===== config.mk =====
export PLATFORM = sky130hd
export DESIGN_NAME = toy_cpu_execute_stage_core_flat
export DESIGN_NICKNAME = d
export VERILOG_FILES = /design/src/rtl/tcpu_pkg.sv /design/src/rtl/tcpu_in_if.sv /design/src/rtl/tcpu_out_if.sv /design/src/rtl/toy_cpu_execute_stage_core.sv /design/src/rtl/tcpu_alu.sv /design/src/flat_wrapper.sv
export SDC_FILE = /design/constraint.sdc
export NUM_CORES = 1
export LEC_CHECK = 0
export ABC_AREA = 0
export BUFFER_PORTS_ARGS = -buffer_cell sky130_fd_sc_hd__buf_2
export CORE_MARGIN = 5
export CORE_UTILIZATION = 60
export DETAILED_ROUTE_END_ITERATION = 7
export PLACE_DENSITY_LB_ADDON = 0.15
export SYNTH_ARGS = -nofsm -noshare
export SYNTH_HDL_FRONTEND = slang
export SYNTH_SLANG_ARGS = --single-unit

===== constraint.sdc =====
create_clock -name i_clk -period 9.9 [get_ports i_clk]
set_clock_uncertainty 0.1 [all_clocks]
set_input_delay 0.495 -clock i_clk [delete_from_list [all_inputs] [get_ports i_clk]]
set_output_delay 0.495 -clock i_clk [all_outputs]
set_load 0.01 [all_outputs]

===== src/rtl/tcpu_pkg.sv =====
// Shared types and codes of the toy processor execute stage.
`timescale 1ns / 1ps
package tcpu_pkg;

    localparam int DATA_W     = 16;
    localparam int REG_NUMBER = 8;

    // instruction kinds
    localparam logic [2:0] ACT_ALU_REG = 3'd0;
    localparam logic [2:0] ACT_ALU_IMM = 3'd1;
    localparam logic [2:0] ACT_JMP_REG = 3'd2;
    localparam logic [2:0] ACT_JMP_IMM = 3'd3;
    localparam logic [2:0] ACT_BRANCH  = 3'd4;

    // ALU operations
    localparam logic [3:0] OP_ADD = 4'd0;
    localparam logic [3:0] OP_SUB = 4'd1;
    localparam logic [3:0] OP_SHL = 4'd2;
    localparam logic [3:0] OP_SHR = 4'd3;
    localparam logic [3:0] OP_AND = 4'd4;
    localparam logic [3:0] OP_OR  = 4'd5;
    localparam logic [3:0] OP_XOR = 4'd6;
    localparam logic [3:0] OP_MUL = 4'd7;

    // jump conditions
    localparam logic [2:0] CND_ALWAYS   = 3'd0;
    localparam logic [2:0] CND_NEVER    = 3'd1;
    localparam logic [2:0] CND_ZERO     = 3'd2;
    localparam logic [2:0] CND_NONZERO  = 3'd3;
    localparam logic [2:0] CND_CARRY    = 3'd4;
    localparam logic [2:0] CND_NOCARRY  = 3'd5;
    localparam logic [2:0] CND_CARRY_Z  = 3'd6;
    localparam logic [2:0] CND_NEITHER  = 3'd7;

    typedef struct packed {
        logic [2:0]        action;
        logic [3:0]        alu_op;
        logic [2:0]        dest_reg;
        logic [2:0]        left_reg;
        logic [2:0]        right_reg;
        logic [DATA_W-1:0] immediate;
        logic [2:0]        condition;
        logic [2:0]        length;
    } t_instr;

    typedef struct packed {
        logic [DATA_W-1:0] next_pc;
        logic [DATA_W-1:0] alu_value;
        logic              zero_now;
        logic              taken;
        logic              bad_op;
    } t_result;

    typedef struct packed {
        logic [DATA_W-1:0] value;
        logic              bad;
    } t_alu_rsp;

endpackage


===== src/rtl/tcpu_in_if.sv =====
// Request channel carrying one decoded instruction.
`timescale 1ns / 1ps
interface tcpu_in_if;
    logic            valid;
    logic            ready;
    tcpu_pkg::t_instr data;

    modport source (output valid, output data, input ready);
    modport sink   (input valid, input data, output ready);
endinterface


===== src/rtl/tcpu_out_if.sv =====
// Response channel carrying one retired-instruction result.
`timescale 1ns / 1ps
interface tcpu_out_if;
    logic             valid;
    logic             ready;
    tcpu_pkg::t_result data;

    modport source (output valid, output data, input ready);
    modport sink   (input valid, input data, output ready);
endinterface


===== src/rtl/toy_cpu_execute_stage_core.sv =====
// Top level of the toy processor execute stage.
//
//  channel  | direction | payload                                   | handshake
//  i_req    | in        | action, alu_op, regs, immediate, cond, len | valid/ready
//  o_rsp    | out       | next_pc, alu_value, zero_now, taken, bad_op | valid/ready
//
// One instruction per cycle while the result side is not stalled. An accepted request
// reads its two source registers into the operand stage (with bypass of the write
// retiring at that edge), then the ALU, condition and pc logic retire it into the
// result register, from which o_rsp is driven; the 16x16 multiply sets
// the critical path. Reset clears pc, zero flag, register valid bits and both stages.
// A stalled result holds the operand stage; state changes only when an item retires.
`timescale 1ns / 1ps
module toy_cpu_execute_stage_core #(
    parameter int P_REG_NUMBER = tcpu_pkg::REG_NUMBER
) (
    input  logic       i_clk,
    input  logic       i_rst_n,
    tcpu_in_if.sink    i_req,
    tcpu_out_if.source o_rsp
);
    import tcpu_pkg::*;

    localparam int REG_AW  = $clog2(P_REG_NUMBER);
    localparam int REG_TOP = P_REG_NUMBER - 1;

    // register file
    logic [DATA_W-1:0]       r_rf [P_REG_NUMBER];
    logic [P_REG_NUMBER-1:0] r_rf_vld;

    // architectural state
    logic [DATA_W-1:0] r_pc;
    logic              r_zero;

    // operand stage
    logic              r_in_vld;
    t_instr            r_in;
    logic [DATA_W-1:0] r_opa;
    logic [DATA_W-1:0] r_opb;

    // result stage
    logic    r_out_vld;
    t_result r_out;

    logic              w_accept;
    logic              w_advance;
    logic [REG_AW-1:0] w_la;
    logic [REG_AW-1:0] w_ra;
    logic [REG_AW-1:0] w_wa;
    logic              w_we;
    logic              w_is_alu;
    logic              w_cond;
    logic [DATA_W-1:0] w_pc_adv;
    logic [DATA_W-1:0] w_alu_b;
    t_alu_rsp          w_alu;
    t_result           n_out;
    logic [DATA_W-1:0] n_pc;
    logic              n_zero;

    assign w_advance   = r_in_vld && (!r_out_vld || o_rsp.ready);
    assign i_req.ready = !r_in_vld || w_advance;
    assign w_accept    = i_req.valid && i_req.ready;

    assign w_la = i_req.data.left_reg[REG_AW-1:0];
    assign w_ra = i_req.data.right_reg[REG_AW-1:0];
    assign w_wa = r_in.dest_reg[REG_AW-1:0];

    assign w_is_alu = (r_in.action == ACT_ALU_REG) || (r_in.action == ACT_ALU_IMM);
    assign w_alu_b  = (r_in.action == ACT_ALU_REG) ? r_opb : r_in.immediate;
    assign w_pc_adv = r_pc + DATA_W'(r_in.length);

    // carry never gets set, so carry tests see zero
    always_comb begin
        unique case (r_in.condition)
            CND_ALWAYS:  w_cond = 1'b1;
            CND_NEVER:   w_cond = 1'b0;
            CND_ZERO:    w_cond = r_zero;
            CND_NONZERO: w_cond = !r_zero;
            CND_CARRY:   w_cond = 1'b0;
            CND_NOCARRY: w_cond = 1'b1;
            CND_CARRY_Z: w_cond = r_zero;
            CND_NEITHER: w_cond = !r_zero;
            default:     w_cond = 1'b0;
        endcase
    end

    tcpu_alu u_alu (
        .i_op  (r_in.alu_op),
        .i_a   (r_opa),
        .i_b   (w_alu_b),
        .o_rsp (w_alu)
    );

    assign w_we = w_advance && w_is_alu && !w_alu.bad
                  && (w_wa != '0) && (w_wa != REG_AW'(REG_TOP));

    always_comb begin
        n_pc            = w_pc_adv;
        n_zero          = r_zero;
        n_out.alu_value = '0;
        n_out.taken     = 1'b0;
        n_out.bad_op    = 1'b0;
        priority if (w_is_alu) begin
            n_out.bad_op = w_alu.bad;
            if (!w_alu.bad) begin
                n_out.alu_value = w_alu.value;
                n_zero          = (w_alu.value == '0);
            end
        end else if (r_in.action == ACT_JMP_REG) begin
            n_out.taken = w_cond;
            if (w_cond) n_pc = r_opb;
        end else if (r_in.action == ACT_JMP_IMM) begin
            n_out.taken = w_cond;
            if (w_cond) n_pc = r_in.immediate;
        end else if (r_in.action == ACT_BRANCH) begin
            n_out.taken = w_cond;
            if (w_cond) n_pc = w_pc_adv - r_in.immediate;
        end else begin
            n_out.taken = 1'b0;
        end
        n_out.next_pc  = n_pc;
        n_out.zero_now = n_zero;
    end

    // register file storage
    always_ff @(posedge i_clk) begin
        if (w_we) r_rf[w_wa] <= w_alu.value;
    end

    always_ff @(posedge i_clk) begin
        if (!i_rst_n) begin
            r_rf_vld <= '0;
        end else if (w_we) begin
            r_rf_vld[w_wa] <= 1'b1;
        end
    end

    // operand read; bypass the value retiring at this same edge
    always_ff @(posedge i_clk) begin
        if (w_accept) begin
            r_in <= i_req.data;
            if (w_la == '0)                     r_opa <= '0;
            else if (w_la == REG_AW'(REG_TOP))  r_opa <= '1;
            else if (w_we && w_wa == w_la)      r_opa <= w_alu.value;
            else if (r_rf_vld[w_la])            r_opa <= r_rf[w_la];
            else                                r_opa <= '0;
            if (w_ra == '0)                     r_opb <= '0;
            else if (w_ra == REG_AW'(REG_TOP))  r_opb <= '1;
            else if (w_we && w_wa == w_ra)      r_opb <= w_alu.value;
            else if (r_rf_vld[w_ra])            r_opb <= r_rf[w_ra];
            else                                r_opb <= '0;
        end
    end

    always_ff @(posedge i_clk) begin
        if (!i_rst_n) begin
            r_in_vld  <= 1'b0;
            r_out_vld <= 1'b0;
            r_pc      <= '0;
            r_zero    <= 1'b0;
        end else begin
            if (w_accept)       r_in_vld <= 1'b1;
            else if (w_advance) r_in_vld <= 1'b0;
            if (w_advance) begin
                r_out_vld <= 1'b1;
                r_pc      <= n_pc;
                r_zero    <= n_zero;
            end else if (o_rsp.ready) begin
                r_out_vld <= 1'b0;
            end
        end
    end

    always_ff @(posedge i_clk) begin
        if (w_advance) r_out <= n_out;
    end

    assign o_rsp.valid = r_out_vld;
    assign o_rsp.data  = r_out;

    a_bad_no_value: assert property (@(posedge i_clk) disable iff (!i_rst_n)
        (r_out_vld && r_out.bad_op) |-> (r_out.alu_value == '0 && !r_out.taken))
        else $error("invalid op produced a value or a jump");

    a_taken_no_value: assert property (@(posedge i_clk) disable iff (!i_rst_n)
        (r_out_vld && r_out.taken) |-> (r_out.alu_value == '0))
        else $error("taken jump carries an ALU value");

    a_stall_holds_state: assert property (@(posedge i_clk) disable iff (!i_rst_n)
        !w_advance |=> ($stable(r_pc) && $stable(r_zero)))
        else $error("state changed without a retiring request");

    a_pc_matches: assert property (@(posedge i_clk) disable iff (!i_rst_n)
        w_advance |=> (r_out.next_pc == r_pc && r_out.zero_now == r_zero))
        else $error("result disagrees with retired state");

    a_reset_idle: assert property (@(posedge i_clk)
        !i_rst_n |=> (!o_rsp.valid && i_req.ready))
        else $error("stages not empty after reset");

endmodule


===== src/rtl/tcpu_alu.sv =====
// Combinational 16-bit ALU of the execute stage.
`timescale 1ns / 1ps
module tcpu_alu (
    input  logic [3:0]                 i_op,
    input  logic [tcpu_pkg::DATA_W-1:0] i_a,
    input  logic [tcpu_pkg::DATA_W-1:0] i_b,
    output tcpu_pkg::t_alu_rsp         o_rsp
);
    import tcpu_pkg::*;

    localparam int SH_W = $clog2(DATA_W);

    logic [DATA_W-1:0] w_prod;
    logic              w_big_shift;

    assign w_prod      = i_a * i_b;
    assign w_big_shift = |i_b[DATA_W-1:SH_W];

    always_comb begin
        o_rsp.bad   = 1'b0;
        o_rsp.value = '0;
        unique case (i_op)
            OP_ADD: o_rsp.value = i_a + i_b;
            OP_SUB: o_rsp.value = i_a - i_b;
            OP_SHL: o_rsp.value = w_big_shift ? '0 : (i_a << i_b[SH_W-1:0]);
            OP_SHR: o_rsp.value = w_big_shift ? '0 : (i_a >> i_b[SH_W-1:0]);
            OP_AND: o_rsp.value = i_a & i_b;
            OP_OR:  o_rsp.value = i_a | i_b;
            OP_XOR: o_rsp.value = i_a ^ i_b;
            OP_MUL: o_rsp.value = w_prod;
            default: o_rsp.bad  = 1'b1;
        endcase
    end

endmodule


===== src/flat_wrapper.sv =====
// flat-port wrapper written by rule: the top's interface ports become plain ports
module toy_cpu_execute_stage_core_flat import tcpu_pkg::*;
#(
    parameter int P_REG_NUMBER = tcpu_pkg::REG_NUMBER
)
  (i_clk, i_rst_n, i_req_valid, i_req_data, i_req_ready, o_rsp_valid, o_rsp_data, o_rsp_ready);
  tcpu_in_if i_req_i ();
  tcpu_out_if o_rsp_i ();
  input  logic i_clk;
  input  logic i_rst_n;
  input wire logic [$bits(i_req_i.valid)-1:0] i_req_valid;
  input wire logic [$bits(i_req_i.data)-1:0] i_req_data;
  output wire logic [$bits(i_req_i.ready)-1:0] i_req_ready;
  output wire logic [$bits(o_rsp_i.valid)-1:0] o_rsp_valid;
  output wire logic [$bits(o_rsp_i.data)-1:0] o_rsp_data;
  input wire logic [$bits(o_rsp_i.ready)-1:0] o_rsp_ready;
  assign i_req_i.valid = i_req_valid;
  assign i_req_i.data = i_req_data;
  assign i_req_ready = i_req_i.ready;
  assign o_rsp_valid = o_rsp_i.valid;
  assign o_rsp_data = o_rsp_i.data;
  assign o_rsp_i.ready = o_rsp_ready;
  toy_cpu_execute_stage_core #(.P_REG_NUMBER(P_REG_NUMBER)) u_core (.i_clk(i_clk), .i_rst_n(i_rst_n), .i_req(i_req_i), .o_rsp(o_rsp_i));
endmodule

## Word-level counts from Yosys, hierarchy flattened

Memory sizes are Yosys's and may differ from the RTL's.
Index checks and enable logic that the tools add are counted.

| word-level totals | value |
|---|---|
| bits in registers | 126 |
| RAM bits | 128 |
| bits of input ports | 42 |
| output and inout bits | 37 |
| memories | 1 |

Memories:

| name | words | bits a word | read ports | clocked after Yosys merged registers in | write ports | RTL line | text |
|---|---|---|---|---|---|---|---|
| u_core.r_rf | 8 | 16 | 2 | 0 | 1 | toy_cpu_execute_stage_core.sv:28 | `logic [DATA_W-1:0] r_rf [P_REG_NUMBER];` |

| cells by class | value |
|---|---|
| $add $sub $neg | 4 |
| multiply operators | 1 |
| $lt $le $gt $ge | 4 |
| eq/ne operators | 23 |
| shift-type cells | 2 |
| mux-type cells | 36 |
| bitwise gates (word level) | 4 |
| reduce and logical (&&, ||, !) cells | 31 |

Operators by type and width:

| cell | count |
|---|---|
| 16-bit two-way mux | 16 |
| 16-bit case mux with 8 select lines | 1 |
| 16-bit subtractor | 2 |
| 3-bit == test, second input constant | 7 |
| 16-bit adder | 1 |
| 16-bit by 3-bit adder with 16-bit output | 1 |
| 16-bit bitwise AND | 1 |
| 4-bit by 3-bit == test with 1-bit output, second input constant | 4 |
| 16-bit logical NOT | 1 |
| 16-bit by 16-bit multiplier with 16-bit output | 1 |
| 16-bit bitwise OR | 1 |
| 16-bit by 4-bit left shift with 16-bit output | 1 |
| 16-bit by 4-bit >> shifter with 16-bit output | 1 |
| 16-bit XOR | 1 |
| 1-bit two-way mux | 15 |
| 3-bit by 2-bit == test with 1-bit output, second input constant | 4 |
| 3-bit logical NOT | 4 |
| 3-bit by 4-bit < comparator with 1-bit output, second input constant | 3 |
| 12-bit OR reduction | 1 |
| 1-bit logical AND | 9 |
| 4-bit by 2-bit == test with 1-bit output, second input constant | 2 |
| 8-bit bitwise OR | 1 |
| 2-bit OR reduction | 4 |
| 8-bit OR reduction | 1 |
| 14 further kinds | 22 |

## Longest topological paths before layout

Gate-level depths: netlist (run 1).

| depth | value |
|---|---|
| word-level depth | 10 |
| depth in mapped cells | 31 |
| mapped depth without buffers | 27 |

## Hierarchy

A second synthesis (run 1) with hierarchy kept.

| second synthesis, totals | value |
|---|---|
| cell total of the unflattened synthesis | 1805 |
| area total of the unflattened synthesis | 19750.2 um^2 |

Modules (own cells, without submodules):

| module | instances | cells an instance | area an instance (um^2) | sequential area each (um^2) |
|---|---|---|---|---|
| toy_cpu_execute_stage_core | 1 | 878 | 12624.6 | 7357.1 |
| tcpu_alu | 1 | 927 | 7125.6 | 0.0 |

## Worst setup path before layout (run 1)

OpenSTA, ideal clock, no wires.

| timing path | value |
|---|---|
| path kind | flip-flop to flip-flop |
| from | register u_core.r_in[37] (netlist name) |
| to | register u_core.r_zero |
| arrival | 7.388 ns |
| data required time | 9.734 ns |
| path slack | 2.346 ns |
| stages on the path, launching flop included | 29 |
| path buffers | 4 |
| cells stage by stage | edfxtp_1 buf_2 nor3_2 clkbuf_1 o21ai_0 inv_1 clkbuf_1 nor2_1 fa_1 inv_1 fa_1 fa_1 fa_1 inv_1 fa_1 inv_1 fa_1 inv_1 ha_1 a21oi_1 a21oi_1 xnor2_1 nor2_1 or4_1 clkbuf_1 or4_1 nor2_1 a41oi_1 nor2b_1 |

RTL lines:

| item | RTL line | text |
|---|---|---|
| from (decl) | toy_cpu_execute_stage_core.sv:37 | `t_instr r_in;` |
| from (signal assigned) | toy_cpu_execute_stage_core.sv:141 | `r_in <= i_req.data;` |
| to (signal assigned) | toy_cpu_execute_stage_core.sv:167 | `r_zero <= n_zero;` |
| to (decl) | toy_cpu_execute_stage_core.sv:33 | `logic r_zero;` |

==> results of run 1 <==
[layer usage]
layer | global-route usage [%] | vias up
li1 | - | 7144
met1 | 44.7 | 8032
met2 | 53.1 | 869
met3 | 6.23 | 184
met4 | 12.6 | 0
met5 | 0 | -
[logic make-up (layout without fill, tap and decap cells)]
group	Yosys count	count (layout)	share of synthesized area (%)
simple gates	539	539	12.4
compound gates	397	397	13.5
buf+inv	312	373	5.97
flops	254	254	36.5
fa+ha+maj	199	199	15.4
mux	146	146	12.2
xor+xnor	89	89	3.97
other cells	1	32	0.0186
[sequential cells by signal, summed over array words and instances (netlist names)]
name,count
u_core.r_pc,16
u_core.o_rsp.valid,1
u_core.r_rf,128
u_core.r_rf_vld,8
u_core.r_in_vld,1
u_core.r_opb,16
u_core.r_opa,16
u_core.o_rsp.data,35
u_core.r_in,29
u_core.w_wa,3
u_core.r_zero,1
[through the flow]
stage | hold WS (ps) | area (µm²) | util (%) | std cells
floorplan | 342 | 20300 | - | 1968
global placement | 358 | 21200 | 63.4 | 2429
detailed placement | 381 | 21200 | 63.4 | 2429
CTS | 14.3 | 22000 | 66.0 | 2477
global route | 13.0 | 22000 | 66.0 | 2477
finish | 31.6 | 22000 | 66.0 | 2477
[layout make-up]
type                            instances  area share [%]
Sequential cell                       254            33.4
Tap cell                              448            2.55
Inverter                              201            3.43
Multi-Input combinational cell       1402            53.4
Clock buffer                           29            3.10
Clock inverter                         19           0.801
Timing Repair Buffer                  124            3.34
[final timing paths]
path	slack, ps	cells past startpoint	end	from
worst max-delay path	1180	23	u_core.r_rf[0][14]	u_core.r_in[37]
worst min-delay path	30	1	u_core.r_in[18]	i_req_data[18]
worst max register to register	1180	23	u_core.r_rf[0][14]	u_core.r_in[37]
worst min register to register	390	1	u_core.r_rf_vld[5]	u_core.r_rf_vld[5]
[cells in the final DEF, fill, tap and decap left out, drive strengths merged, types with 68 or more instances in the layout]
cell type,count
nand2,158
buf,124
nor2,177
inv,197
edfxtp,227
ha,116
a21oi,92
fa,83
mux4,74
xnor2,68
o21ai,71
[critical path, cell delays in order (launching register included)]
cell,delay (ps)
edfxtp_1,690
nor3_2,870
o21ai_0,390
inv_1,450
nor2_1,130
fa_1,540
inv_1,50
fa_1,470
fa_1,520
inv_1,40
ha_1,280
fa_1,480
inv_1,50
fa_1,470
inv_1,40
ha_1,310
or2_2,300
a21oi_1,160
a21oi_1,90
a21o_1,210
a21oi_1,180
xnor2_1,210
a221oi_1,960
inv_1,350
[power by group through the flow]
stage,Clock [mW],Combinational [mW],Sequential (mW)
global route,1.04,1.74,1.31
detailed placement,0,1.54,1.32
CTS,0.993,1.55,1.30
global placement,0,1.52,1.32
floorplan,0,1.12,1.30
finish,0.980,1.60,1.30
==> qor.csv, run 1 <==
stage,metric,value,unit
power,Psw,1.43,mW
finish,Filler cells,2698,
route,drt via density,6.55,
setup_path,Setup crit end kind,register,
synthesis,register area share after synthesis,36.5,%
synthesis,"EDFF count, synth",227,
placed_design,hpwl dp,46.5,mm
power,proportion of power drawn by combinational gates,41.2,%
cts,"Gates resized, CTS repair",0,
cts,CTS tree,yes,
grt,GRT Overall Usage,32.9,%
sta,fin. max-slew vios,0,
floorplanning,# IOs,79,
floorplanning,core area,33400,µm²
cts,CTS H-tree depth,1,
route,DRT Pass-1 Iters,8,
floorplanning,die area,37400,µm²
floorplanning,Die Span Y,193,µm
power,Peak supply drop,258,µV
sta,Rel. slew slack,12.7,%
grt,GRT overflow,0,
route,Met3 Wirelength,5.74,mm
synthesis,"top cells by count, synth","227 x edfxtp_1, 193 x inv_1, 175 x nor2_1, 157 x nand2_1, 116 x ha_1",
route,DRT antenna net count,0,
route,DRC Markers,0,
finish,share of cells above drive strength 1,15.2,%
synthesis,Post-Syn Area per Cell,10.4,µm²
power,Clk pwr share,25.2,%
cts,Setup Buffers After CTS,0,
sta,Fmax,115,MHz
finish,Area Overhead vs Synth,9.19,%
floorplanning,Die Width,193,µm
synthesis,asr flop ratio synth,0,%
cts,Worst-path clk slew,60,ps
sta,Final setup violation count,0,
sta,"Worst Setup Slack, final",1180,ps
grt,vias in the first global route,16200,
synthesis,Post-Syn Area,20200,µm²
route,top layer in use,met4,
finish,area of the multi-input gates,11700,µm²
cts,clock sink count,254,
route,wire per inst,25.4,µm
synthesis,Unique masters post-synth,87,
setup_path,worst-path maximum fanout,23,
flow_run,Max Cap Viol,0,
synthesis,"FF+latch count, synth",254,
cts,Num CTS Buffers,26,
finish,Final nets,2250,
route,Met1 Wirelength,25.2,mm
synthesis,Synth warnings,0,
route,Vias,16200,
synthesis,largest area contributor in the netlist,edfxtp_1,
synthesis,ranking of synthesized cells by area,"edfxtp_1 34%, mux4_2 8.3%, fa_1 8.2%, ha_1 7.2%, inv_1 3.6%",
route,final wirelength,62.9,mm
status,status,finished clean,
synthesis,most common cell in the netlist,edfxtp_1,
setup_path,crit path kind,reg2reg,
cts,Clock Tree Root,clkbuf_16,
cts,CTS max path bufs,3,
power,PwrDens,176,nW/µm²
sta,Worst Tran Pin Value,1300,ps
placed_design,post-place setup slack,1350,ps
route,met2 WL post-DR,29.2,mm
setup_path,critical path required time,9990,ps
finish,register area,7360,µm²
power,Sequential Power Share,33.6,%
sta,RSZ-0062 raised after global routing,no,
cts,worst skew pair latency,540,ps
power,Sw Ratio,36.9,%
power,Pleak,8.84,nW
sta,sum of negative setup slack,0,ps
setup_path,Worst EP arrival,8810,ps
sta,Final Critical Period,8720,ps
floorplanning,initial core utilization,60.4,%
power,internal power,2.45,mW
grt,largest net degree at the start of global routing,65,
synthesis,Syn Inst Count,1937,
synthesis,Yosys top cell area share,33.8,%
min_path,Worst Hold Class,in2reg,
synthesis,Post-synth top flop,edfxtp_1,
grt,antenna violations before repair,0,
placed_design,IO Port Bufs,78,
sta,final worst path period share,88.1,%
route,Iter 0 DRT Violations,1850,
placed_design,RD Place Congestion,1.03,
power,total power,3.88,mW
finish,number of antenna diodes,0,
grt,first-pass GRT wire length,96.3,mm
floorplanning,num rows,67,
cts,hold_buf cts,0,
sta,"Hold Vio Cnt, Final",0,
setup_path,Setup crit start kind,register,
No activity file was read; power rests on OpenSTA's default activity.
==> run 2, diff against run 1 <==
RECOVER_POWER = 50   (was unset)
==> run 2 against run 1 <==
  * The run now ends with max-capacitance violations, max-slew violations left
  * Global-route usage did not move
  * Clock-buffer cell count is the same
  * Sequential share of layout area rose by 0.13 points
  * Combinational power is essentially flat
  * Design area shrank 0.40%
  * Maximum frequency fell by 0.39%
  * Largest cell class unchanged
  * Highest routed layer unchanged
==> qor.csv, run 2 (synthesis results as in run 1) <==
stage,metric,value,unit
status,status,"finished, violations left",
status,violated checks,"max-capacitance violations, max-slew violations",
cts,clock sink count,254,
setup_path,Setup crit end kind,register,
floorplanning,die area,37400,µm²
finish,number of antenna diodes,0,
cts,CTS tree,yes,
floorplanning,initial core utilization,60.4,%
placed_design,IO Port Bufs,78,
power,Pleak,8.69,nW
sta,RSZ-0062 raised after global routing,no,
setup_path,FF-to-FF path depth,23,
sta,sum of negative setup slack,0,ps
cts,Clock Tree Root,clkbuf_16,
placed_design,hpwl dp,46.5,mm
power,PwrDens,177,nW/µm²
finish,Final nets,2250,
floorplanning,Die Width,193,µm
floorplanning,Die Span Y,193,µm
floorplanning,# IOs,79,
power,Clk pwr share,25.3,%
setup_path,most frequent CP cell,inv_1,
sta,"Hold Vio Cnt, Final",0,
grt,GR peak layer,met2,
setup_path,Setup crit start kind,register,
grt,largest net degree at the start of global routing,65,
route,final wirelength,62.9,mm
route,Iter 0 DRT Violations,1726,
finish,share of cells above drive strength 1,12.5,%
setup_path,critical path cell sequence,"nor3_2, o21ai_0, inv_1, nor2_1, fa_1, inv_1, fa_1, fa_1, inv_1, ha_1, fa_1, inv_1, fa_1, inv_1, ha_1, or2_2, a21oi_1, a21oi_1, a21o_1, a21oi_1, xnor2_1, a221oi_1, inv_1",
sta,Final Critical Period,8760,ps
grt,GRT Overall Usage,32.9,%
grt,met1 Usage GRT,44.7,%
min_path,hold path depth,1,
sta,Worst Tran Pin Value,3760,ps
cts,CTS max path bufs,3,
route,drt via density,6.56,
setup_path,Worst EP arrival,8850,ps
route,DRT antenna net count,0,
cts,Num CTS Buffers,26,
power,total power,3.88,mW
cts,Setup Buffers After CTS,0,
cts,worst skew pair latency,540,ps
flow_run,Max Cap Viol,2,
grt,met2 Usage GRT,53.1,%
grt,vias in the first global route,16200,
finish,Biggest register,u_core.r_rf,
power,Psw,1.43,mW
setup_path,max incr delay on CP,960,ps
grt,first-pass GRT wire length,96.3,mm
cts,Worst-path clk slew,60,ps
sta,final worst path period share,88.5,%
placed_design,Placed Cells,2429,
grt,antenna violations before repair,0,
setup_path,worst-path maximum fanout,23,
min_path,Worst Hold Class,in2reg,
setup_path,crit path kind,reg2reg,
finish,number of flip-flops in the largest register,128,
finish,final non-filler cell total,2477,
route,Vias,16200,
placed_design,RD Place Congestion,1.03,
sta,Final setup violation count,0,
route,DRC Markers,0,
grt,routing usage on met3,6.23,%
power,Peak supply drop,260,µV
grt,GRT overflow,0,
cts,"Gates resized, CTS repair",0,
sta,Fmax,114,MHz
setup_path,critical path required time,10000,ps
cts,CTS H-tree depth,1,
cts,hold_buf cts,0,
finish,Final Util,65.7,%
power,Sw Ratio,36.8,%
floorplanning,num rows,67,
power,internal power,2.45,mW
finish,Area Overhead vs Synth,8.76,%
route,wire per inst,25.4,µm
setup_path,slowest library cell on the worst path,a221oi_1,
finish,"most common cell after layout, fill and taps aside",edfxtp_1,
route,DRT Pass-1 Iters,5,
sta,fin. max-slew vios,120,
finish,Filler cells,2731,
power,Sequential Power Share,33.7,%
floorplanning,core area,33400,µm²
sta,Rel. slew slack,-151,%
power,proportion of power drawn by combinational gates,41.0,%
finish,"leading cell types in the layout, fill and taps excluded","227 x edfxtp_1, 193 x inv_1, 175 x nor2_1",
-- run 2: cell count changes in the layout (fill, tap and decap cells not counted), sizes merged --
cell | before | now
buf | 124 | 74
clkbuf | 29 | 79
-- run 2: layout make-up --
cell class | count | area, µm² | area share (%)
inverter | 201 | 754 | 3.44
sequential | 254 | 7360 | 33.6
timing repair buffer | 124 | 658 | 3.00
tap | 448 | 561 | 2.56
multi-input combinational | 1402 | 11700 | 53.5
clock buffer | 29 | 683 | 3.12
clock inverter | 19 | 176 | 0.805
-- run 2: critical path: cells and delay by family (launching register included) --
family	cells	cell delay (ps)
AO/OA/AOI/OAI	6	2010
XOR/XNOR	1	200
adder cells (fa/ha/maj)	7	3070
buffers and inverters	6	1000
flip-flops	1	700
AND/OR/NAND/NOR	3	1330
-- run 2: power groups by stage --
| stage | Combinational [mW] | Clock [mW] | Sequential (mW) |
|---|---|---|---|
| 2_1_floorplan | 1.12 | 0 | 1.30 |
| 3_3_place_gp | 1.52 | 0 | 1.32 |
| 3_5_place_dp | 1.54 | 0 | 1.32 |
| 4_1_cts | 1.55 | 0.993 | 1.30 |
| 5_1_grt | 1.74 | 1.04 | 1.31 |
| 6_report | 1.59 | 0.980 | 1.31 |
-- run 2: final timing paths --
path / slack, ps / from / end
max: 1140 / u_core.r_in[37] / u_core.r_rf[0][14]
max reg2reg: 1140 / u_core.r_in[37] / u_core.r_rf[0][14]
min: 30 / i_req_data[18] / u_core.r_in[18]
min reg2reg: 390 / u_core.r_rf_vld[5] / u_core.r_rf_vld[5]
-- run 2: per-layer routing --
layer / wire [µm] / vias to the layer above / part of all wire [%]
met5: 0 / - / 0
met4: 2730 / 0 / 4.3
met3: 6140 / 189 / 9.8
met2: 29000 / 945 / 46
met1: 25000 / 7962 / 40
li1: - / 7147 / -
-- run 2: through the flow --
step | setup slack [ps] | area, µm² | hold slack [ps]
floorplan | 2350 | 20300 | 342
global route | 785 | 21900 | 13.0
detailed placement | 1350 | 21200 | 381
finish | 1140 | 21900 | 26.8
CTS | 1300 | 22000 | 14.3
global placement | 1600 | 21200 | 358
